File: config.mk
export PLATFORM = sky130hd
export DESIGN_NAME = plb_ctrl
export DESIGN_NICKNAME = d
export VERILOG_FILES = /design/src/rtl/core/positional_list_buffer_assert.svh /design/src/rtl/core/plb_pkg.sv /design/src/rtl/core/plb_ctrl.sv
export SDC_FILE = /design/constraint.sdc
export NUM_CORES = 1
export LEC_CHECK = 0
export BUFFER_PORTS_ARGS = -buffer_cell sky130_fd_sc_hd__buf_2
export CAP_MARGIN = 0
export CELL_PAD_IN_SITES_DETAIL_PLACEMENT = 1
export CELL_PAD_IN_SITES_GLOBAL_PLACEMENT = 2
export CORE_MARGIN = 3
export CORE_UTILIZATION = 22
export DETAILED_ROUTE_END_ITERATION = 7
export PLACE_DENSITY_LB_ADDON = 0.1
export SYNTH_ARGS = -nofsm -noshare
export SYNTH_HDL_FRONTEND = slang
export SYNTH_SLANG_ARGS = --single-unit
File: constraint.sdc
create_clock -name vclk -period 2.9
set_input_delay 0.145 -clock vclk [all_inputs]
set_output_delay 0.145 -clock vclk [all_outputs]
set_load 0.01 [all_outputs]
File: src/rtl/core/positional_list_buffer_assert.svh
// Assertion macros used by the list buffer top level.
// Expects signals named clk and rst in the module that uses them.
`ifndef POSITIONAL_LIST_BUFFER_ASSERT_SVH
`define POSITIONAL_LIST_BUFFER_ASSERT_SVH
`ifndef SYNTHESIS
// Checks a property on every rising edge outside reset.
`define PLB_ASSERT(label, prop, msg) \
  label: assert property (@(posedge clk) disable iff (rst) (prop)) else $error(msg);
// Checks that a consequent holds in the cycle after an antecedent.
`define PLB_ASSERT_NEXT(label, ante, cons, msg) \
  label: assert property (@(posedge clk) disable iff (rst) (ante) |=> (cons)) \
    else $error(msg);
`else
`define PLB_ASSERT(label, prop, msg)
`define PLB_ASSERT_NEXT(label, ante, cons, msg)
`endif
`endif

File: src/rtl/core/plb_pkg.sv
// Package for the positional list buffer: sizes, codes and the cell command.
// Used by the interfaces, the cell, the control decoder and the top level.
package plb_pkg;

  localparam int CAPACITY   = 64;
  localparam int DATA_WIDTH = 32;
  localparam int IDX_W      = $clog2(CAPACITY);
  localparam int CNT_W      = $clog2(CAPACITY + 1);
  localparam int POS_W      = 8;
  localparam int CMP_W      = ((CNT_W > POS_W) ? CNT_W : POS_W) + 1;
  localparam int KIND_W     = 3;
  localparam int VALUE_W    = 32;
  localparam int LEN_W      = 7;
  localparam int STATUS_W   = 2;

  typedef enum logic [KIND_W-1:0] {
    KIND_INS_FRONT = 3'd0,
    KIND_INS_BACK  = 3'd1,
    KIND_INS_POS   = 3'd2,
    KIND_DEL_FRONT = 3'd3,
    KIND_DEL_BACK  = 3'd4,
    KIND_DEL_POS   = 3'd5,
    KIND_SEARCH    = 3'd6
  } plb_kind_t;

  typedef enum logic [STATUS_W-1:0] {
    STATUS_OK      = 2'd0,
    STATUS_EMPTY   = 2'd1,
    STATUS_INVALID = 2'd2,
    STATUS_FULL    = 2'd3
  } plb_status_t;

  typedef enum logic [1:0] {
    CELL_HOLD = 2'd0,
    CELL_INS  = 2'd1,
    CELL_DEL  = 2'd2,
    CELL_SRCH = 2'd3
  } plb_cell_op_t;

  typedef enum logic [1:0] {
    ST_IDLE   = 2'd0,
    ST_EXEC   = 2'd1,
    ST_REDUCE = 2'd2
  } plb_state_t;

  typedef struct packed {
    plb_cell_op_t            op;
    logic [IDX_W-1:0]        idx;
    logic [DATA_WIDTH-1:0]   data;
  } plb_cmd_t;

  // Sign-extend the 32-bit input word and keep the low DATA_WIDTH bits.
  function automatic logic [DATA_WIDTH-1:0] to_data(input logic signed [VALUE_W-1:0] v);
    logic signed [63:0] w;
    w = 64'(v);
    return w[DATA_WIDTH-1:0];
  endfunction

endpackage

File: src/rtl/core/plb_ctrl.sv
// Request decoder: range checks, status and the command sent down the cells.
// Depends on plb_pkg for codes, sizes and the command struct.
module plb_ctrl (
  input  logic                              exec,
  input  logic [plb_pkg::KIND_W-1:0]        kind,
  input  logic signed [plb_pkg::VALUE_W-1:0] value,
  input  logic [plb_pkg::POS_W-1:0]         position,
  input  logic [plb_pkg::CNT_W-1:0]         cnt,
  output plb_pkg::plb_cmd_t                 cmd,
  output plb_pkg::plb_status_t              status,
  output logic [plb_pkg::CNT_W-1:0]         cnt_next
);
  import plb_pkg::*;

  logic [CMP_W-1:0] pos_w;
  logic [CMP_W-1:0] cnt_w;
  logic [CMP_W-1:0] pos_m1;
  logic             full;
  logic             empty;

  assign pos_w  = CMP_W'(position);
  assign cnt_w  = CMP_W'(cnt);
  assign pos_m1 = pos_w - CMP_W'(1);
  assign full   = cnt_w >= CMP_W'(CAPACITY);
  assign empty  = cnt == '0;

  always_comb begin
    cmd.op   = CELL_HOLD;
    cmd.idx  = '0;
    cmd.data = to_data(value);
    status   = STATUS_OK;
    cnt_next = cnt;
    if (exec) begin
      unique case (kind)
        KIND_INS_FRONT: begin
          if (full) begin
            status = STATUS_FULL;
          end else begin
            cmd.op   = CELL_INS;
            cnt_next = cnt + CNT_W'(1);
          end
        end
        KIND_INS_BACK: begin
          if (full) begin
            status = STATUS_FULL;
          end else begin
            cmd.op   = CELL_INS;
            cmd.idx  = cnt_w[IDX_W-1:0];
            cnt_next = cnt + CNT_W'(1);
          end
        end
        KIND_INS_POS: begin
          if (pos_w == '0 || pos_w > cnt_w + CMP_W'(1)) begin
            status = STATUS_INVALID;
          end else if (full) begin
            status = STATUS_FULL;
          end else begin
            cmd.op   = CELL_INS;
            cmd.idx  = pos_m1[IDX_W-1:0];
            cnt_next = cnt + CNT_W'(1);
          end
        end
        KIND_DEL_FRONT: begin
          if (empty) begin
            status = STATUS_EMPTY;
          end else begin
            cmd.op   = CELL_DEL;
            cnt_next = cnt - CNT_W'(1);
          end
        end
        KIND_DEL_BACK: begin
          // The tail entry simply falls out of range; no cell moves.
          if (empty) begin
            status = STATUS_EMPTY;
          end else begin
            cnt_next = cnt - CNT_W'(1);
          end
        end
        KIND_DEL_POS: begin
          if (pos_w == '0 || pos_w > cnt_w) begin
            status = STATUS_INVALID;
          end else begin
            cmd.op   = CELL_DEL;
            cmd.idx  = pos_m1[IDX_W-1:0];
            cnt_next = cnt - CNT_W'(1);
          end
        end
        KIND_SEARCH: begin
          cmd.op = CELL_SRCH;
        end
        default: begin
          status = STATUS_OK;
        end
      endcase
    end
  end

endmodule

==> reports/qor.yml, run 1 <==
start_kind: "input pin"
finalSetupViolCount: 0
cpMostUsedCell: "and3_4"
ys_seq_area_share_pct: 0
dpl.hpwl_um: 5050
drv_cap: 0
end_kind: "primary output"
finalCriticalPeriod_ns: 2.81
syn_to_final_growth_pct: 23.2
switchingPower_w: 0.000146
maxSlewViolCount: 0
muxShareOfSynthArea_pct: 1.26
path_max_fanout: 5
drt_pre_antenna_iters: 4
crit_family: "simple AND/OR/NAND/NOR gates"
place.gp.congestion: 0.790
wl_um: 5840
grt_pass1_vias: 1757
initial_core_util_pct: 23.0
synthDistinctLibCells: 58
drt_iter0_markers: 40
worst_pin_slew_ns: 0.417
cpMaxStageDelayCell: "or3b_1"
synth.cell_area_sq_um: 1590
cp_cell_sequence: "buf_6 -> ha_4 -> and3_4 -> and3_4 -> xnor2_2 -> ha_1 -> nand2_1 -> o21ai_2 -> or3b_1 -> o21a_4 -> nand2b_4 -> or3_1 -> o211ai_2 -> buf_2"
hold_depth: 0
fin_ws_ns: 0.0924
drc: 0
regArea_sq_um: 0
p_leak_nw: 0.917
hp-class: "input pin to primary output"
crit_type: "input pin to primary output"
syn_nets: 297
synth.most_common_cell: "buf_4"
ir_drop_mv: 0.0385
grt_max_degree: 12
die_w_um: 91.0
clockPowerShare_pct: 0
grtUsageMet2_pct: 24.2
min_period_over_period_pct: 96.8
vias: 1653
io-pin-count: 100
intPower_w: 0.000119
hold_violations: 0
synth_compound_area_share_pct: 24.7
antenna_found_initial: 0
synth_top_area_cell: "ha_1"
insertedDiodeCount: 0
final_core_util_pct: 28.3
grt.overflow.total: 0
rsz0062_at_grt: "no"
crit_arrival_ns: 2.66
die_y_um: 91.0
wire_per_inst_um: 16.5
power.share.combinational_pct: 100.0
row_count: 30
status: "completed"
ant_nets: 0
use_met1_pct: 18.9
met3_usage_pct: 1.33
slew_headroom_pct: 72.0
syn_avg_cell_area_sq_um: 7.03
top_usage_layer: "met2"
die_area_sq_um: 8270
seqPwrFrac_pct: 0
cp_num_cells: 14
nClkBuffers: 0
grt_pass1_wl_um: 9360
synth_warnings: 0
fmax_mhz: 356
synth_fa_ha_area_share_pct: 15.8
cp_num_buf_inv: 2
power_density_nw_per_um2: 136
drive_gt1_share_pct: 39.9
fp.coreArea_sq_um: 6910
design.seq.count: 0
yosysTopAreaCellShare_pct: 15.8
cts_hold_buf: 0
synth_top_family_by_area: "simple AND/OR/NAND/NOR gates"
synthTopCellsByArea: "ha_1, buf_4, nand2_1"
grtUsageTotal_pct: 13.7
synth_xor_area_share_pct: 4.96
place_ws_ns: -0.0684
yosys-top-cells-count: "buf_4, nand2_1, ha_1, nor2_1, o21ai_0"
switching_share_pct: 55.1
slowest_delay_ns: 0.39
synthSimpleGateAreaFrac_pct: 31.4
nNetsFinal: 331
required_ns: 2.76
viasPerCell: 4.67
synthCells: 226
io_buffers: 36
-- layout by cell type, fill, tap and decap left out, types with 3 or more instances in the layout --
cell / count
a211oi_2: 3
a21o_1: 3
a21oi_1: 8
a221oi_1: 3
a31oi_1: 3
buf_2: 34
buf_4: 36
ha_1: 18
inv_1: 10
nand2_1: 25
nand3_1: 5
nor2_1: 15
nor2b_1: 5
nor3_1: 5
nor3_2: 3
o211ai_1: 3
o21ai_0: 11
xnor2_1: 5
-- cells by family after synthesis --
kind of cell	after synthesis
mux	2
xor+xnor	9
fa+ha+maj	20
compound gates	56
simple gates	87
buf+inv	52
-- cell type report --
cell class                 count  area [sq um]
inverter                      12          45.0
fill                         893          4950
tap                           96           120
multi-input combinational    174          1330
timing repair buffer          72           463
-- final timing paths --
kind,from,to
setup / recovery,cnt[1],cnt_next[4]
hold / removal,value[19],cmd[19]
-- repair_timing --
action,CTS,global route
resized for setup,6,15
setup buffers,0,3
setup endpoints to repair,6,11
pin swaps,1,13
-- power by group through the flow --
stage / clock network, W / registers (W) / logic, W
finish: 0 / 0 / 0.000265
global route: 0 / 0 / 0.000297
CTS: 0 / 0 / 0.000257
detailed placement: 0 / 0 / 0.000252
global placement: 0 / 0 / 0.000254
floorplan: 0 / 0 / 0.000192
-- per-layer routing --
| layer | routed length (um) | vias up |
|---|---|---|
| met5 | 0 | - |
| met4 | 4 | 0 |
| met3 | 237 | 2 |
| met2 | 2840 | 40 |
| met1 | 2770 | 770 |
| li1 | - | 841 |
-- stage by stage --
| stage | hold WS [ns] | total power, W | instances | cell area [sq um] | setup TNS (ns) |
|---|---|---|---|---|---|
| floorplan | 0.382 | 0.000192 | 226 | 1590 | 0 |
| global placement | 0.290 | 0.000254 | 352 | 1840 | -0.101 |
| detailed placement | 0.290 | 0.000252 | 352 | 1840 | -0.227 |
| CTS | 0.290 | 0.000257 | 352 | 1870 | 0 |
| global route | 0.290 | 0.000297 | 354 | 1960 | 0 |
| finish | 0.290 | 0.000265 | 354 | 1960 | 0 |
Note: power is estimated with default switching activity, not from simulation.
==> run 2: changes to the inputs <==
--- a/config.mk
+++ b/config.mk
@@ -5,6 +5,7 @@
 export SDC_FILE = /design/constraint.sdc
 export NUM_CORES = 1
 export LEC_CHECK = 0
+export ABC_AREA = 1
 export BUFFER_PORTS_ARGS = -buffer_cell sky130_fd_sc_hd__buf_2
 export CAP_MARGIN = 0
 export CELL_PAD_IN_SITES_DETAIL_PLACEMENT = 1
==> reports/qor.yml, run 2 <==
antenna_found_initial: 0  # unchanged
cp_cell_sequence: "buf_2 -> nand3_2 -> inv_1 -> nand4_1 -> or2_2 -> ha_1 -> nand2_1 -> nor2_2 -> nand4_1 -> nand2_4 -> nand2_1 -> nand2_2 -> nand4_1 -> nand2_1 -> nand2_1 -> buf_2"  # was buf_6 -> ha_4 -> and3_4 -> and3_4 -> xnor2_2 -> ha_1 -> nand2_1 -> o21ai_2 -> or3b_1 -> o21a_4 -> nand2b_4 -> or3_1 -> o211ai_2 -> buf_2
die_y_um: 95.6  # was 91.0 um
vias: 1755  # was 1653
layout_commonest_cell: "nand2_1"  # was buf_4
fmax_mhz: 392  # was 356 MHz
io-pin-count: 100  # unchanged
cpMostUsedCell: "nand2_1"  # was and3_4
worst_pin_slew_ns: 0.669  # was 0.417 ns
grtUsageMet2_pct: 22.1  # was 24.2%
multiInputGateArea_sq_um: 1330  # about the same
required_ns: 2.76  # about the same
fin_cells: 410  # was 354
nClkBuffers: 0  # unchanged
met3_usage_pct: 0.552  # was 1.33%
syn_avg_cell_area_sq_um: 5.70  # was 7.03 sq um
finalSetupViolCount: 0  # unchanged
crit_type: "input pin to primary output"  # unchanged
slowest_delay_ns: 0.30  # was 0.39 ns
cpMaxStageDelayCell: "ha_1"  # was or3b_1
p_leak_nw: 1.05  # was 0.917 nW
synthTopCellsByArea: "nand2_1, buf_4, ha_1"  # was ha_1, buf_4, nand2_1
cts_hold_buf: 0  # unchanged
place.gp.congestion: 0.801  # was 0.790
intPower_w: 0.0000912  # was 0.000119 W
tns_ns: 0  # unchanged
rsz0062_at_grt: "no"  # unchanged
n_fill_cell: 1067  # was 893
hold_violations: 0  # unchanged
switching_share_pct: 64.9  # was 55.1%
nNetsFinal: 381  # was 331
clockPowerShare_pct: 0  # about the same
ant_nets: 0  # unchanged
synth.cell_area_sq_um: 1770  # was 1590 sq um
start_kind: "input pin"  # unchanged
dpl.hpwl_um: 4910  # was 5050 um
yosys-top-cells-count: "nand2_1, buf_4, inv_1, nor2_1, ha_1"  # was buf_4, nand2_1, ha_1, nor2_1, o21ai_0
startpoint: "cnt[2]"  # was cnt[1]
power_density_nw_per_um2: 143  # was 136 nW/um^2
drive_gt1_share_pct: 25.6  # was 39.9%
dp.cells: 407  # was 352
slew_headroom_pct: 55.4  # was 72.0%
synthCells: 310  # was 226
design.seq.count: 0  # unchanged
place_area_sq_um: 1770  # was 1840 sq um
grt_pass1_wl_um: 9360  # about the same
insertedDiodeCount: 0  # unchanged
crit_arrival_ns: 2.41  # was 2.66 ns
die_w_um: 95.6  # was 91.0 um
drc: 0  # unchanged
drt_pre_antenna_iters: 4  # unchanged
grt.overflow.total: 0  # unchanged
switchingPower_w: 0.000169  # was 0.000146 W
layout_common_cells: "nand2_1, buf_2, inv_1"  # was buf_4, buf_2, nand2_1
power.share.combinational_pct: 100.0  # about the same
finalCriticalPeriod_ns: 2.55  # was 2.81 ns
status: "completed"  # unchanged
synth_top_area_cell: "nand2_1"  # was ha_1
wire_per_inst_um: 14.1  # was 16.5 um
io_buffers: 36  # unchanged
syn_to_final_growth_pct: 2.97  # was 23.2%
end_kind: "primary output"  # unchanged
top_usage_layer: "met2"  # unchanged
cp_num_cells: 16  # was 14
syn_nets: 381  # was 297
path_max_fanout: 8  # was 5
regArea_sq_um: 0  # unchanged
maxSlewViolCount: 0  # unchanged
use_met1_pct: 18.6  # was 18.9%
drv_cap: 0  # unchanged
endpoint: "cnt_next[1]"  # was cnt_next[4]
synthDistinctLibCells: 35  # was 58
cp_num_buf_inv: 3  # was 2
ir_drop_mv: 0.0353  # was 0.0385 mV
drt_iter0_markers: 58  # was 40
wl_um: 5800  # was 5840 um
viasPerCell: 4.28  # was 4.67
die_area_sq_um: 9140  # was 8270 sq um
final_cell_area_sq_um: 1820  # was 1960 sq um
crit_family: "simple AND/OR/NAND/NOR gates"  # unchanged
hp-class: "input pin to primary output"  # unchanged
seqPwrFrac_pct: 0  # about the same
grt_max_degree: 24  # was 12
grt_pass1_vias: 1742  # was 1757
worst_hold_slack_ns: 0.290  # unchanged
row_count: 32  # was 30
fp.coreArea_sq_um: 7770  # was 6910 sq um
synth_warnings: 0  # unchanged
min_period_over_period_pct: 88.0  # was 96.8%
ys_seq_area_share_pct: 0  # unchanged
grtUsageTotal_pct: 12.9  # was 13.7%
yosysTopAreaCellShare_pct: 21.2  # was 15.8%
synth.most_common_cell: "nand2_1"  # was buf_4
initial_core_util_pct: 22.7  # was 23.0%
-- run 2: cell count changes after synthesis, moves of 5 or more --
| cell | previous run | this run |
|---|---|---|
| nand4_1 | 2 | 13 |
| xnor2_1 | 7 | 2 |
| inv_1 | 10 | 31 |
| inv_2 | 2 | 7 |
| xor2_1 | 2 | 7 |
| a21oi_1 | 9 | 4 |
| nand3_1 | 6 | 18 |
| o21ai_0 | 12 | 7 |
| nor2_1 | 16 | 25 |
| nand2_2 | 1 | 7 |
| nor2b_1 | 5 | 0 |
| nand2_1 | 25 | 100 |
-- run 2: power groups by stage --
stage,Clock (W),Combinational [W],Sequential (W)
final,0,0.000260,0
after global routing,0,0.000302,0
after CTS,0,0.000258,0
after detailed placement,0,0.000256,0
after global placement,0,0.000259,0
after floorplan,0,0.000217,0
-- run 2: repair_timing --
action | 4_1_cts | 5_1_grt
endpoints found under the setup margin | 0 | 8
buffers inserted | 0 | 3
resized for setup | 0 | 7
-- run 2: worst min path at each step --
| stage | from | endpoint | slack (ns) | cells after the start |
|---|---|---|---|---|
| floorplan | value[0] | cmd[0] | 0.38 | 1 |
| CTS | value[0] | cmd[0] | 0.29 | 0 |
| global placement | value[0] | cmd[0] | 0.29 | 0 |
| global route | value[6] | cmd[6] | 0.29 | 0 |
| finish | value[10] | cmd[10] | 0.29 | 0 |
| detailed placement | value[0] | cmd[0] | 0.29 | 0 |
-- run 2: logic make-up (layout without fill, tap and decap cells) --
| logic type | Yosys count | in the layout | synth area share [%] |
|---|---|---|---|
| AO/OA/AOI/OAI | 18 | 18 | 6.30 |
| XOR/XNOR | 9 | 9 | 4.46 |
| adder cells (fa/ha/maj) | 20 | 20 | 14.2 |
| buffers and inverters | 82 | 80 | 26.3 |
| AND/OR/NAND/NOR | 181 | 181 | 48.7 |
-- run 2: per-stage QoR --
step	setup WS [ns]	power [W]	utilization, %
2_1_floorplan	0.805	0.000217	-
3_3_place_gp	0.208	0.000259	22.8
3_5_place_dp	0.206	0.000256	22.8
4_1_cts	0.200	0.000258	22.8
5_1_grt	0.0459	0.000302	23.4
6_report	0.348	0.000260	23.4
-- run 2: layer usage --
layer	wire length, um	vias up
li1	-	944
met5	0	-
met2	2710	26
met3	204	4
met4	18	0
met1	2860	781
-- run 2: layout make-up --
cell class / count / share of cell area [%]
inverters: 39 / 8.12
repair buffers: 41 / 12.0
well taps: 102 / 7.02
multi-input cells: 228 / 72.9
==> run 3: changes to the inputs <==
==> constraint.sdc (replaced) <==
create_clock -name vclk -period 2.9
set_input_delay 0.58 -clock vclk [all_inputs]
set_output_delay 0.58 -clock vclk [all_outputs]
set_load 0.01 [all_outputs]
==> reports/qor.yml, run 3 (synthesis gave the netlist of run 2 again) <==
endpoint: "cnt_next[5]"  # was cnt_next[1]
place_ws_ns: -0.476  # was 0.206 ns
viasPerCell: 4.34  # was 4.28
final_core_util_pct: 32.1  # was 23.4%
wl_um: 6110  # was 5800 um
min_period_over_period_pct: 105  # was 88.0%
grt_pass1_vias: 2046  # was 1742
drt_pre_antenna_iters: 3  # was 4
drt_iter0_markers: 19  # was 58
status: "finished, violations left"  # was completed
io-pin-count: 100  # unchanged
end_kind: "primary output"  # unchanged
hold_violations: 0  # unchanged
grtUsageTotal_pct: 13.8  # was 12.9%
design.seq.count: 0  # unchanged
place.gp.congestion: 0.759  # was 0.801
maxSlewViolCount: 0  # unchanged
path_max_fanout: 8  # unchanged
p_leak_nw: 1.31  # was 1.05 nW
layout_common_cells: "nand2_1, buf_4, nand2_2"  # was nand2_1, buf_2, inv_1
die_w_um: 95.6  # unchanged
rsz0062_at_grt: "yes"  # was no
fp.coreArea_sq_um: 7770  # unchanged
worst_pin_slew_ns: 0.453  # was 0.669 ns
finalCriticalPeriod_ns: 3.03  # was 2.55 ns
start_kind: "input pin"  # unchanged
n_fill_cell: 1025  # was 1067
cts_hold_buf: 0  # unchanged
regArea_sq_um: 0  # unchanged
slew_headroom_pct: 69.8  # was 55.4%
violations: "negative setup slack"
startpoint: "cnt[0]"  # was cnt[2]
worst_hold_slack_ns: 1.16  # was 0.290 ns
finalSetupViolCount: 16  # was 0
io_buffers: 36  # unchanged
wire_per_inst_um: 13.6  # was 14.1 um
crit_type: "input pin to primary output"  # unchanged
crit_arrival_ns: 2.45  # was 2.41 ns
antenna_found_initial: 0  # unchanged
fin_ws_ns: -0.134  # was 0.348 ns
row_count: 32  # unchanged
nNetsFinal: 422  # was 381
required_ns: 2.32  # was 2.76 ns
multiInputGateArea_sq_um: 1570  # was 1330 sq um
die_y_um: 95.6  # unchanged
syn_to_final_growth_pct: 41.2  # was 2.97%
grt_max_degree: 24  # unchanged
grt.overflow.total: 0  # unchanged
drive_gt1_share_pct: 47.3  # was 25.6%
initial_core_util_pct: 22.7  # unchanged
fmax_mhz: 330  # was 392 MHz
hp-class: "input pin to primary output"  # unchanged
ir_drop_mv: 0.0530  # was 0.0353 mV
dpl.hpwl_um: 5180  # was 4910 um
nClkBuffers: 0  # unchanged
insertedDiodeCount: 0  # unchanged
grt_pass1_wl_um: 9980  # was 9360 um
layout_commonest_cell: "nand2_1"  # unchanged
power_density_nw_per_um2: 149  # was 143 nW/um^2
ant_nets: 0  # unchanged
vias: 1957  # was 1755
drv_cap: 0  # unchanged
drc: 0  # unchanged
die_area_sq_um: 9140  # unchanged
run 3: power breakdown:
part | internal [W] | switching, W
Clock | 0 | 0
Combinational | 0.000168 | 0.000203
Sequential | 0 | 0
run 3: per-stage QoR:
| step | total power, W | cells | setup TNS [ns] | instance area [sq um] |
|---|---|---|---|---|
| 2_1_floorplan | 0.000223 | 310 | 0 | 1810 |
| 3_3_place_gp | 0.000311 | 446 | -5.69 | 2120 |
| 3_5_place_dp | 0.000312 | 446 | -6.69 | 2120 |
| 4_1_cts | 0.000342 | 449 | -2.68 | 2260 |
| 5_1_grt | 0.000419 | 451 | -4.22 | 2490 |
| 6_report | 0.000372 | 451 | -1.31 | 2490 |
run 3: area by class of cell:
class / instances / share of cell area (%)
inverter: 39 / 6.02
multi-input combinational: 228 / 62.9
timing repair buffer: 82 / 25.9
tap: 102 / 5.12
run 3: worst min-delay path by stage:
stage	from	endpoint	slack, ns	depth (start not counted)
3_5_place_dp	value[0]	cmd[0]	1.16	0
2_1_floorplan	value[0]	cmd[0]	1.25	1
4_1_cts	value[0]	cmd[0]	1.16	0
6_report	value[10]	cmd[10]	1.16	0
5_1_grt	value[6]	cmd[6]	1.16	0
3_3_place_gp	value[0]	cmd[0]	1.16	0
run 3: timing repair:
| item | 4_1_cts | 5_1_grt |
|---|---|---|
| setup buffers | 3 | 2 |
| gates resized for setup | 31 | 44 |
| setup endpoints to repair | 17 | 17 |
| pin swaps | 15 | 34 |
run 3: worst max-delay path, cell delays in order:
cell	delay, ns
buf_12	0.09
nand3_4	0.08
inv_2	0.05
nand4_1	0.10
or2_4	0.29
ha_4	0.25
a21o_1	0.15
nor2_1	0.08
nand2_1	0.06
nand2_2	0.12
nand3_2	0.10
nand2_4	0.15
nand2_1	0.06
nand2_1	0.06
nand2_1	0.05
nand2_2	0.08
buf_6	0.09
run 3: routing by layer:
layer	wire, um	part of all wire, %	global-route usage, %	vias up
met5	0	0	0	-
met4	0	0	0.355	0
met3	139	2.3	0.316	0
met2	2950	48	24.4	18
met1	3030	50	19.5	910
li1	-	-	-	1029
