<file path="src/rtl/core/positional_list_buffer_assert.svh">
// Assertion macros used by the list buffer top level.
// Expects signals named clk and rst in the module that uses them.
`ifndef POSITIONAL_LIST_BUFFER_ASSERT_SVH
`define POSITIONAL_LIST_BUFFER_ASSERT_SVH
`ifndef SYNTHESIS
// Checks a property on every rising edge outside reset.
`define PLB_ASSERT(label, prop, msg) \
  label: assert property (@(posedge clk) disable iff (rst) (prop)) else $error(msg);
// Checks that a consequent holds in the cycle after an antecedent.
`define PLB_ASSERT_NEXT(label, ante, cons, msg) \
  label: assert property (@(posedge clk) disable iff (rst) (ante) |=> (cons)) \
    else $error(msg);
`else
`define PLB_ASSERT(label, prop, msg)
`define PLB_ASSERT_NEXT(label, ante, cons, msg)
`endif
`endif

</file>
<file path="src/rtl/core/plb_pkg.sv">
// Package for the positional list buffer: sizes, codes and the cell command.
// Used by the interfaces, the cell, the control decoder and the top level.
package plb_pkg;

  localparam int CAPACITY   = 64;
  localparam int DATA_WIDTH = 32;
  localparam int IDX_W      = $clog2(CAPACITY);
  localparam int CNT_W      = $clog2(CAPACITY + 1);
  localparam int POS_W      = 8;
  localparam int CMP_W      = ((CNT_W > POS_W) ? CNT_W : POS_W) + 1;
  localparam int KIND_W     = 3;
  localparam int VALUE_W    = 32;
  localparam int LEN_W      = 7;
  localparam int STATUS_W   = 2;

  typedef enum logic [KIND_W-1:0] {
    KIND_INS_FRONT = 3'd0,
    KIND_INS_BACK  = 3'd1,
    KIND_INS_POS   = 3'd2,
    KIND_DEL_FRONT = 3'd3,
    KIND_DEL_BACK  = 3'd4,
    KIND_DEL_POS   = 3'd5,
    KIND_SEARCH    = 3'd6
  } plb_kind_t;

  typedef enum logic [STATUS_W-1:0] {
    STATUS_OK      = 2'd0,
    STATUS_EMPTY   = 2'd1,
    STATUS_INVALID = 2'd2,
    STATUS_FULL    = 2'd3
  } plb_status_t;

  typedef enum logic [1:0] {
    CELL_HOLD = 2'd0,
    CELL_INS  = 2'd1,
    CELL_DEL  = 2'd2,
    CELL_SRCH = 2'd3
  } plb_cell_op_t;

  typedef enum logic [1:0] {
    ST_IDLE   = 2'd0,
    ST_EXEC   = 2'd1,
    ST_REDUCE = 2'd2
  } plb_state_t;

  typedef struct packed {
    plb_cell_op_t            op;
    logic [IDX_W-1:0]        idx;
    logic [DATA_WIDTH-1:0]   data;
  } plb_cmd_t;

  // Sign-extend the 32-bit input word and keep the low DATA_WIDTH bits.
  function automatic logic [DATA_WIDTH-1:0] to_data(input logic signed [VALUE_W-1:0] v);
    logic signed [63:0] w;
    w = 64'(v);
    return w[DATA_WIDTH-1:0];
  endfunction

endpackage

</file>
<file path="src/rtl/core/plb_cell.sv">
// One storage cell of the list chain: holds one entry and its search match.
// Depends on plb_pkg for the command struct and sizes.
module plb_cell (
  input  logic                           clk,
  input  plb_pkg::plb_cmd_t              cmd,
  input  logic [plb_pkg::CNT_W-1:0]      cnt,
  input  logic [plb_pkg::IDX_W-1:0]      cell_idx,
  input  logic [plb_pkg::DATA_WIDTH-1:0] left_entry,
  input  logic [plb_pkg::DATA_WIDTH-1:0] right_entry,
  output logic [plb_pkg::DATA_WIDTH-1:0] entry,
  output logic                           match
);
  import plb_pkg::*;

  logic [DATA_WIDTH-1:0] entry_next;
  logic                  in_list;

  assign in_list = CNT_W'(cell_idx) < cnt;

  always_comb begin
    entry_next = entry;
    case (cmd.op)
      CELL_INS: begin
        if (cell_idx == cmd.idx) begin
          entry_next = cmd.data;
        end else if (cell_idx > cmd.idx) begin
          entry_next = left_entry;
        end
      end
      CELL_DEL: begin
        if (cell_idx >= cmd.idx) begin
          entry_next = right_entry;
        end
      end
      default: begin
        entry_next = entry;
      end
    endcase
  end

  // The match flag is refreshed only by a search and holds until the next
  // one, so it survives while the response word is stalled.
  always_ff @(posedge clk) begin
    entry <= entry_next;
    if (cmd.op == CELL_SRCH) begin
      match <= in_list && (entry == cmd.data);
    end
  end

endmodule

</file>
<file path="config.mk">
export PLATFORM = sky130hd
export DESIGN_NAME = plb_cell
export DESIGN_NICKNAME = d
export VERILOG_FILES = /design/src/rtl/core/positional_list_buffer_assert.svh /design/src/rtl/core/plb_pkg.sv /design/src/rtl/core/plb_cell.sv
export SDC_FILE = /design/constraint.sdc
export NUM_CORES = 1
export LEC_CHECK = 0
export BUFFER_PORTS_ARGS = -buffer_cell sky130_fd_sc_hd__clkbuf_2
export CAP_MARGIN = 15
export CELL_PAD_IN_SITES_DETAIL_PLACEMENT = 1
export CELL_PAD_IN_SITES_GLOBAL_PLACEMENT = 1
export CORE_UTILIZATION = 31
export CTS_BUF_LIST = sky130_fd_sc_hd__clkbuf_8 sky130_fd_sc_hd__clkbuf_16
export DETAILED_ROUTE_END_ITERATION = 7
export GPL_TIMING_DRIVEN = 0
export PLACE_DENSITY = 0.87
export SLEW_MARGIN = 20
export SYNTH_ARGS = -nofsm -noshare
export SYNTH_HDL_FRONTEND = slang
export SYNTH_SLANG_ARGS = --single-unit
</file>
<file path="constraint.sdc">
create_clock -name clk -period 3.9 [get_ports clk]
set_input_delay 0.195 -clock clk [delete_from_list [all_inputs] [get_ports clk]]
set_output_delay 0.195 -clock clk [all_outputs]
set_load 0.1 [all_outputs]
</file>
==> impl_summary.log, run 1 <==
[metrics] Layout Utilization: 46.0%
[metrics] wire length per cell: 16.2 um
[metrics] Hold Buf Count CTS: 0
[metrics] Hold Vio Cnt, Final: 0
[metrics] overall track demand over capacity in global routing: 20.0%
[metrics] final standard cell count with taps included and fillers excluded: 483
[metrics] die extent in x: 89.5 um
[metrics] clock tree buffer depth: 2
[metrics] Period Utilization, post-route: 43.2%
[metrics] Critical Path RT: 3890 ps
[metrics] cell area after placement: 3280 um2
[metrics] sequential share of the synthesized area: 41.8%
[metrics] initial core utilization: 32.3%
[metrics] stage delay of the slowest cell on the critical path: 460 ps
[metrics] register-to-register path setup slack: 2260 ps
[metrics] Yosys warning count: 0
[metrics] Pre-antenna DRT Iters: 4
[metrics] Max Cap Violations: 0
[metrics] detailed router's first-iteration violation count: 45
[metrics] total number of vias: 2319
[metrics] pin count of the biggest net entering global routing: 21
[metrics] quantity of I/O buffers inserted on ports: 150
[metrics] data arrival at the endpoint of the critical path: 1670 ps
[metrics] # IOs: 151
[metrics] Worst setup SP type: primary input
[metrics] placement row count: 31
[metrics] worst-path maximum fanout: 20
[metrics] power per standard cell area: 394 nW/um2
[metrics] number of antenna violations at the first check in global routing: 0
[metrics] number of gates given a new drive strength after cts: 0
[metrics] status: finished, final reports clean
[metrics] mean cell area of the mapped netlist: 10.5 um2
[metrics] total clock sinks: 33
[metrics] H-tree levels: 2
[metrics] Die Area: 8000 um2
[metrics] TritonCTS Buffers: 5
[metrics] total grt overflow: 0
[metrics] latest clock arrival within the worst-skew pair: 290 ps
[metrics] wire length of the first global-routing pass: 11600 um
[metrics] post-route design area: 3370 um2
[metrics] synthesized instance count: 225
[metrics] vias in the first global route: 2379
[metrics] nets in the synthesized netlist: 354
[metrics] Die Height: 89.5 um
[metrics] number of design rule violations left after detail routing: 0
[metrics] GP Congestion: 0.736
[metrics] register clock-pin slew on the reported worst setup and hold paths: 80 ps
[metrics] Worst Clk Skew: 11.7 ps
[metrics] max-slew violations: 0
[metrics] total routed wirelength: 7820 um
[metrics] overall power after layout: 1.33 mW
[metrics] critical path start-end classification: in2reg
[metrics] slew margin rel.: 61.8%
[metrics] clock root buffer: clkbuf_8
[metrics] RSZ-0062 raised after global routing: no
[metrics] nature of the critical path endpoint: flop
[metrics] cell mode on critical path: nor2_1
[metrics] core region area: 7330 um2
[metrics] number of diodes: 0
[metrics] vias per inst: 4.80
[metrics] clock tree from TritonCTS: built
[metrics] count of buffer and inverter cells on the critical path: 3
[metrics] Final HPWL DP: 6530 um
[metrics] Hold Crit Class: in2reg
[metrics] Setup Total Neg Slack: 0 ps
[metrics] synthesized flop and latch total: 33
[metrics] Least-Margin Pin Slew: 573 ps
[metrics] Max Fclk: 594 MHz
[metrics] cell total after placement: 475
[metrics] Leakage: 1.52 nW
[metrics] most frequent standard cell in the layout excluding fill and tap cells: clkbuf_2
[metrics] leading cell types in the layout, fill and taps excluded: clkbuf_2, nand2_1, edfxtp_1, mux2i_1, xor2_1
[metrics] maximum vdd drop: 176 uV
[metrics] kind of cell adding the most delay to the critical path: compound AO/OA/AOI/OAI gates
[metrics] # Post-CTS Setup Buffers: 0
[metrics] CP max-delay cell: a21oi_4
[metrics] net count of the finished layout: 512
[metrics] remaining antenna violation count: 0
[metrics] Synth-to-Final Area Change: 42.2%
[metrics] Netlist Area Pre-Place: 2370 um2
[metrics] library cells used by synthesis: 27
[metrics] setup violators final: 0
[metrics] layout cells sized above 1: 46.9%
[metrics] Period minus WS final: 1680 ps
[metrics] critical path cell sequence: clkbuf_2 > inv_1 > ha_1 > nand4_2 > nor2_1 > nor2_1 > a21oi_4 > buf_16
==> metal layers <==
layer | track usage, % | part of all wire [%] | vias to the layer above
li1 | - | - | 1120
met1 | 21.1 | 39 | 1097
met2 | 38.4 | 53 | 94
met3 | 5.08 | 6.7 | 8
met4 | 6.64 | 1.6 | 0
met5 | 0 | 0 | -
==> power breakdown <==
group / internal [mW] / total [mW] / leakage [nW] / switching [mW]
combinational: 0.139 / 0.588 / 1.17 / 0.449
clock: 0.123 / 0.261 / 0.0439 / 0.137
sequential: 0.447 / 0.479 / 0.304 / 0.0318
total: 0.709 / 1.33 / 1.52 / 0.618
==> cell families (layout without fill, tap and decap cells) <==
family,Yosys count,after routing,share of synthesized area (%)
mux,32,32,13.5
compound gates,41,41,10.7
buf+inv,21,180,4.96
xor+xnor,33,33,12.2
simple gates,54,54,11.1
fa+ha+maj,11,11,5.80
flops,33,33,41.8
==> final cells by class <==
cell class                      count  area [um2]
Inverter                           11        41.3
Timing Repair Buffer              151         778
Tap cell                           99         124
Buffer                             10        76.3
Multi-Input combinational cell    171        1270
Sequential cell                    33         991
Clock buffer                        5        68.8
Clock inverter                      3        17.5
Fill cell                         896        3960
==> final timing paths <==
path / startpoint / to / cells past startpoint
min reg2reg: entry[12] / match / 4
max: cmd[37] / entry[25] / 8
min: right_entry[29] / entry[29] / 3
max reg2reg: entry[7] / match / 4
==> Yosys cell counts <==
library cell  count  area share, %
nand2b_1          2           0.53
o21ai_2          11            4.1
nor2_4            1           0.47
nand4_2           1           0.53
buf_2             2           0.42
clkbuf_2          2           0.42
edfxtp_1         33             42
a21oi_1           5            1.1
inv_1            11            1.7
nand4b_1          1           0.37
clkbuf_1          3           0.47
mux2i_1          32             14
nor2_1            2           0.32
xor2_1           32             12
nand2_1          33            5.2
xnor2_1           1           0.37
nor2b_1           2           0.53
nor3_1            1           0.21
o21ai_1          19            4.0
and2_1            1           0.26
a21o_1            2           0.63
buf_8             3            1.9
o22ai_1           1           0.26
ha_1             11            5.8
nor4_1            8            2.1
nand4_1           2           0.53
o21ai_0           3           0.63
==> stage by stage <==
step | setup slack, ps | hold WS (ps)
4_1_cts | 2190 | 169
3_5_place_dp | 1900 | 475
2_1_floorplan | 1060 | 382
3_3_place_gp | 31.9 | 467
5_1_grt | 2070 | 178
6_report | 2220 | 178
==> worst register-to-register path: cells and delay by family, from the launching register on <==
kind             cells  cell delay (ps)
XOR/XNOR             1              180
flip-flops           1              440
AND/OR/NAND/NOR      3              860
==> state kept, by name (all words and copies together), names as in the netlist <==
| signal | count |
|---|---|
| match | 1 |
| entry | 32 |
(Power assumes the default switching activity.)
==> run 2, diff against run 1 <==
Settings changed: CORE_UTILIZATION 31 to 28, PLACE_DENSITY 0.87 to 0.84.
Clock period 3.9 ns to 1.5 ns, I/O delays scaled along.
==> impl_summary.log, run 2 (synthesis results as in run 1) <==
[metrics] power per standard cell area: 1030 nW/um2 (was 394 nW/um2)
[metrics] die extent in x: 94.0 um (was 89.5 um)
[metrics] Die Height: 94.0 um (was 89.5 um)
[metrics] RSZ-0062 raised after global routing: yes (was no)
[metrics] clock root buffer: clkbuf_8 (unchanged)
[metrics] placement row count: 33 (was 31)
[metrics] startpoint of the lowest-slack register-to-register path: entry[10] (was entry[7])
[metrics] critical path start-end classification: reg2reg (was in2reg)
[metrics] slew margin rel.: 61.5% (was 61.8%)
[metrics] final standard cell count with taps included and fillers excluded: 494 (was 483)
[metrics] top flop regs: entry x32, match x1 (unchanged)
[metrics] Synth-to-Final Area Change: 52.1% (was 42.2%)
[metrics] minimum hold slack: 59.3 ps (was 178 ps)
[metrics] most frequent standard cell in the layout excluding fill and tap cells: clkbuf_2 (unchanged)
[metrics] H-tree levels: 2 (unchanged)
[metrics] vias in the first global route: 2529 (was 2379)
[metrics] Period Utilization, post-route: 98.0%
[metrics] number of design rule violations left after detail routing: 0 (unchanged)
[metrics] GP Congestion: 0.722 (was 0.736)
[metrics] data arrival at the endpoint of the critical path: 1590 ps (was 1670 ps)
[metrics] max reg flops: 32 (unchanged)
[metrics] Hold Vio Cnt, Final: 0 (unchanged)
[metrics] status: finished, final reports clean (unchanged)
[metrics] core region area: 8220 um2 (was 7330 um2)
[metrics] pin count of the biggest net entering global routing: 17 (was 21)
[metrics] Leakage: 1.56 nW (was 1.52 nW)
[metrics] detailed router's first-iteration violation count: 26 (was 45)
[metrics] Critical Path RT: 1620 ps (was 3890 ps)
[metrics] quantity of I/O buffers inserted on ports: 150 (unchanged)
[metrics] layout cells sized above 1: 53.0% (was 46.9%)
[metrics] total number of vias: 2336 (was 2319)
[metrics] Final HPWL DP: 6560 um (was 6530 um)
[metrics] total routed wirelength: 8420 um (was 7820 um)
[metrics] # IOs: 151 (unchanged)
[metrics] worst-path maximum fanout: 2 (was 20)
[metrics] vias per inst: 4.73 (was 4.80)
[metrics] leading cell types in the layout, fill and taps excluded: clkbuf_2, nand2_1, edfxtp_1, mux2i_1, xor2_1 (unchanged)
[metrics] cell total after placement: 480 (was 475)
[metrics] number of antenna violations at the first check in global routing: 0 (unchanged)
[metrics] Hold Crit Class: in2reg (unchanged)
[metrics] initial core utilization: 28.9% (was 32.3%)
[metrics] max-slew violations: 0 (unchanged)
[metrics] clock tree buffer depth: 2 (unchanged)
[metrics] final critical-path setup slack: 29.9 ps (was 2220 ps)
[metrics] overall track demand over capacity in global routing: 19.4% (was 20.0%)
[metrics] Die Area: 8840 um2 (was 8000 um2)
[metrics] Hold Buf Count CTS: 0 (unchanged)
[metrics] worst slack at placement: -710 ps (was 1900 ps)
[metrics] setup violators final: 0 (unchanged)
[metrics] Pre-antenna DRT Iters: 4 (unchanged)
[metrics] startpoint of the most critical hold path: right_entry[29] (unchanged)
[metrics] TritonCTS Buffers: 5 (unchanged)
[metrics] clock tree from TritonCTS: built (unchanged)
[metrics] latest clock arrival within the worst-skew pair: 280 ps (was 290 ps)
[metrics] number of diodes: 0 (unchanged)
[metrics] wire length per cell: 17.0 um (was 16.2 um)
[metrics] post-route design area: 3610 um2 (was 3370 um2)
[metrics] Max Fclk: 680 MHz
[metrics] register clock-pin slew on the reported worst setup and hold paths: 80 ps (about the same)
[metrics] critical path startpoint: entry[10] (was cmd[37])
[metrics] remaining antenna violation count: 0 (unchanged)
[metrics] Max Cap Violations: 0 (unchanged)
[metrics] wire length of the first global-routing pass: 12700 um (was 11600 um)
[metrics] Worst setup SP type: flop (was primary input)
[metrics] maximum vdd drop: 392 uV (was 176 uV)
[metrics] total clock sinks: 33 (unchanged)
[metrics] net count of the finished layout: 517 (was 512)
[metrics] Least-Margin Pin Slew: 577 ps (was 573 ps)
[metrics] most flop-heavy register: entry (unchanged)
[metrics] Period minus WS final: 1470 ps
[metrics] cell area after placement: 3370 um2 (was 3280 um2)
[metrics] Worst Clk Skew: 11.3 ps (was 11.7 ps)
[metrics] nature of the critical path endpoint: flop (unchanged)
[metrics] total grt overflow: 0 (unchanged)
## run 2: cell types whose count changed in the layout (fill, tap and decap cells not counted), moves of 2 or more
cell and change:
buf_4 +4, inv_2 +3, inv_1 -4, ha_1 -5, ha_4 +5, clkinv_2 -2
nor4_2 +6, nor4_1 -7
## run 2: repair_timing
item / 4_1_cts / 5_1_grt
gates resized for setup: 9 / 3
cloned: 1 / 0
pin swaps: 6 / 6
endpoints found under the setup margin: 33 / 1
buffers inserted: 3 / 2
## run 2: per-layer routing
layer / wire, um / global-route usage [%] / part of all wire [%]
met5: 0 / 0 / 0
met4: 92 / 3.97 / 1.1
met3: 491 / 4.21 / 5.8
met2: 4540 / 37.5 / 54
met1: 3290 / 21.4 / 39
## run 2: area by class of cell
class,count,area (um2)
plain buffers,10,76.3
flip-flops and latches,33,991
multi-input cells,172,1440
well taps,105,131
repair buffers,155,801
clock inverters,3,37.5
fillers,985,4610
inverters,11,56.3
clock buffers,5,68.8
## run 2: path summary, 6_finish.rpt
| kind | slack (ps) | to | depth (start not counted) |
|---|---|---|---|
| worst min register to register | 920 | match | 4 |
| worst max-delay path | 30 | match | 4 |
| worst min-delay path | 60 | entry[29] | 3 |
| worst max register to register | 30 | match | 4 |
## run 2: worst max-delay path, cell delays in order, from the launching register on
cell and delay, ps:
edfxtp_1 440, xor2_2 190, nor4_4 330, nand4_1 150, nor3_2 200
## run 2: per-stage QoR
| step | TNS [ps] | total power, mW | utilization [%] |
|---|---|---|---|
| floorplan | -4030 | 2.41 | - |
| global route | -24.0 | 3.89 | 43.9 |
| CTS | 0 | 3.74 | 43.4 |
| global placement | -24240 | 2.80 | 41.0 |
| detailed placement | -26910 | 2.83 | 41.0 |
| finish | 0 | 3.72 | 43.9 |
## run 2: power by group
group,internal [mW],switching [mW]
sequential,1.16,0.0778
combinational,0.409,1.24
clock,0.484,0.352
total,2.06,1.67
==> run 3, diff against run 2 <==
Settings changed: BUFFER_PORTS_ARGS -buffer_cell sky130_fd_sc_hd__clkbuf_2 to not set, CORE_UTILIZATION 28 to 35, DONT_BUFFER_PORTS set to 1, PLACE_DENSITY 0.84 to 0.72.
==> impl_summary.log, run 3 (synthesis results as in run 1) <==
[metrics] count of buffer and inverter cells on the critical path: 0 (unchanged)
[metrics] wire length per cell: 22.4 um (was 17.0 um)
[metrics] max-slew violations: 0 (unchanged)
[metrics] die extent in x: 84.3 um (was 94.0 um)
[metrics] detailed router's first-iteration violation count: 56 (was 26)
[metrics] data arrival at the endpoint of the critical path: 2180 ps (was 1590 ps)
[metrics] Worst Clk Skew: 3.05 ps (was 11.3 ps)
[metrics] vias in the first global route: 2200 (was 2529)
[metrics] Period minus WS final: 2040 ps (was 1470 ps)
[metrics] nature of the critical path endpoint: flop (unchanged)
[metrics] leading cell types in the layout, fill and taps excluded: nand2_1, edfxtp_1, mux2i_1, dlygate4sd3_1, xor2_1 (was clkbuf_2, nand2_1, edfxtp_1, mux2i_1, xor2_1)
[metrics] overall power after layout: 3.51 mW (was 3.72 mW)
[metrics] stage delay of the slowest cell on the critical path: 1010 ps (was 440 ps)
[metrics] H-tree levels: 2 (unchanged)
[metrics] Final HPWL DP: 5370 um (was 6560 um)
[metrics] clock root buffer: clkbuf_8 (unchanged)
[metrics] critical path cell sequence: xor2_2 > nor4_4 > nand4_1 > nor3_2 (unchanged)
[metrics] Die Height: 84.3 um (was 94.0 um)
[metrics] Max Fclk: 490 MHz (was 680 MHz)
[metrics] wire length of the first global-routing pass: 11500 um (was 12700 um)
[metrics] vias per inst: 5.61 (was 4.73)
[metrics] Layout Utilization: 48.2% (was 43.9%)
[metrics] Max Cap Violations: 0 (unchanged)
[metrics] Worst setup SP type: flop (unchanged)
[metrics] critical path start-end classification: reg2reg (unchanged)
[metrics] clock tree buffer depth: 2 (unchanged)
[metrics] Leakage: 1.04 nW (was 1.56 nW)
[metrics] remaining antenna violation count: 0 (unchanged)
[metrics] # Post-CTS Setup Buffers: 0 (was 3)
[metrics] pin count of the biggest net entering global routing: 17 (unchanged)
[metrics] area of combinational cells with multiple inputs: 1470 um2 (was 1440 um2)
[metrics] slew margin rel.: 32.9% (was 61.5%)
[metrics] setup violators final: 1 (was 0)
[metrics] net count of the finished layout: 393 (was 517)
[metrics] Pre-antenna DRT Iters: 7 (was 4)
[metrics] Hold Vio Cnt, Final: 0 (unchanged)
[metrics] Die Area: 7110 um2 (was 8840 um2)
[metrics] Critical Path RT: 1640 ps (was 1620 ps)
[metrics] initial core utilization: 36.7% (was 28.9%)
[metrics] latest clock arrival within the worst-skew pair: 290 ps (was 280 ps)
[metrics] sequential cell area: 991 um2 (unchanged)
[metrics] worst-path maximum fanout: 2 (unchanged)
[metrics] Synth-to-Final Area Change: 31.2% (was 52.1%)
[metrics] number of cells on the worst reg-to-reg path: 4 (unchanged)
[metrics] total grt overflow: 0 (unchanged)
[metrics] count of cells along the worst hold path: 1 (was 3)
[metrics] placement row count: 29 (was 33)
[metrics] max reg flops: 32 (unchanged)
[metrics] clock tree from TritonCTS: built (unchanged)
[metrics] maximum vdd drop: 490 uV (was 392 uV)
[metrics] layout cells sized above 1: 20.4% (was 53.0%)
[metrics] total number of vias: 1917 (was 2336)
[metrics] GP Congestion: 0.746 (was 0.722)
[metrics] register clock-pin slew on the reported worst setup and hold paths: 70 ps (was 80 ps)
[metrics] filler cell count in the final layout: 685 (was 985)
[metrics] quantity of I/O buffers inserted on ports: 0 (was 150)
[metrics] total clock sinks: 33 (unchanged)
[metrics] number of design rule violations left after detail routing: 8 (was 0)
[metrics] Hold Crit Class: in2reg (unchanged)
[metrics] TritonCTS Buffers: 5 (unchanged)
[metrics] final critical-path setup slack: -541 ps (was 29.9 ps)
[metrics] violations in the final reports: DRC, setup timing
[metrics] Least-Margin Pin Slew: 1010 ps (was 577 ps)
[metrics] number of antenna violations at the first check in global routing: 0 (unchanged)
[metrics] RSZ-0062 raised after global routing: yes (unchanged)
[metrics] overall track demand over capacity in global routing: 21.9% (was 19.4%)
[metrics] total routed wirelength: 7670 um (was 8420 um)
[metrics] status: finished with violations (was finished, final reports clean)
[metrics] number of diodes: 0 (unchanged)
[metrics] # IOs: 151 (unchanged)
[metrics] Period Utilization, post-route: 136% (was 98.0%)
[metrics] instance count on the critical path: 4 (unchanged)
[metrics] top flop regs: entry x32, match x1 (unchanged)
[metrics] power per standard cell area: 1130 nW/um2 (was 1030 nW/um2)
[metrics] most flop-heavy register: entry (unchanged)
[metrics] kind of cell adding the most delay to the critical path: flip-flops (was simple AND/OR/NAND/NOR gates)
[metrics] CP max-delay cell: edfxtp_1 (unchanged)
[metrics] core region area: 6460 um2 (was 8220 um2)
==> run 3: cell count changes in the layout (fill, tap and decap cells not counted) <==
| cell | delta |
|---|---|
| dlygate4sd3_1 | +31 |
| nor4_2 | -2 |
| nor2_1 | +1 |
| xor2_1 | -6 |
| nor4_1 | +2 |
| buf_4 | -4 |
| buf_12 | -1 |
| xor2_2 | +6 |
| nor2_2 | -1 |
| clkbuf_2 | -150 |
==> run 3: routing by layer <==
layer / up-vias / global-route usage [%] / wire (um)
li1: 877 / - / -
met1: 923 / 22.0 / 2730
met2: 106 / 40.8 / 4100
met3: 11 / 7.67 / 704
met4: 0 / 9.56 / 133
met5: - / 0 / 0
==> run 3: where the power goes <==
part	total (mW)	switching (mW)	internal (mW)
sequential	2.08	0.914	1.17
combinational	0.584	0.311	0.272
clock	0.845	0.361	0.484
==> run 3: cell type report <==
type	instances	share of cell area, %
Multi-Input combinational cell	172	47.4
Sequential cell	33	31.9
Timing Repair Buffer	31	9.98
Tap cell	77	3.10
Buffer	10	2.45
Clock buffer	5	2.21
Inverter	11	1.81
Clock inverter	3	1.21
==> run 3: stage by stage <==
step / setup slack, ps / hold WS (ps) / std cells / setup TNS [ps] / cell area [um2]
2_1_floorplan: -285 / 262 / 225 / -4030 / 2480
3_3_place_gp: -767 / 264 / 302 / -15840 / 2580
3_5_place_dp: -755 / 270 / 302 / -17220 / 2580
4_1_cts: -561 / 2.67 / 342 / -561 / 3080
5_1_grt: -644 / 19.3 / 342 / -644 / 3110
6_report: -541 / 12.0 / 342 / -541 / 3110
==> run 3: path summary, 6_finish.rpt <==
path | startpoint | slack, ps | to
worst min-delay path | cmd[39] | 10 | match
worst max-delay path | entry[7] | -540 | match
worst max register to register | entry[7] | -540 | match
worst min register to register | entry[12] | 1410 | match
==> run 3: timing repair <==
action | 4_1_cts | 5_1_grt
hold buffers | 31 | 0
gates resized for setup | 11 | 4
pin swaps | 9 | 1
cloned | 1 | 0
setup endpoints to repair | 33 | 1
endpoints found under the hold margin | 31 | 0
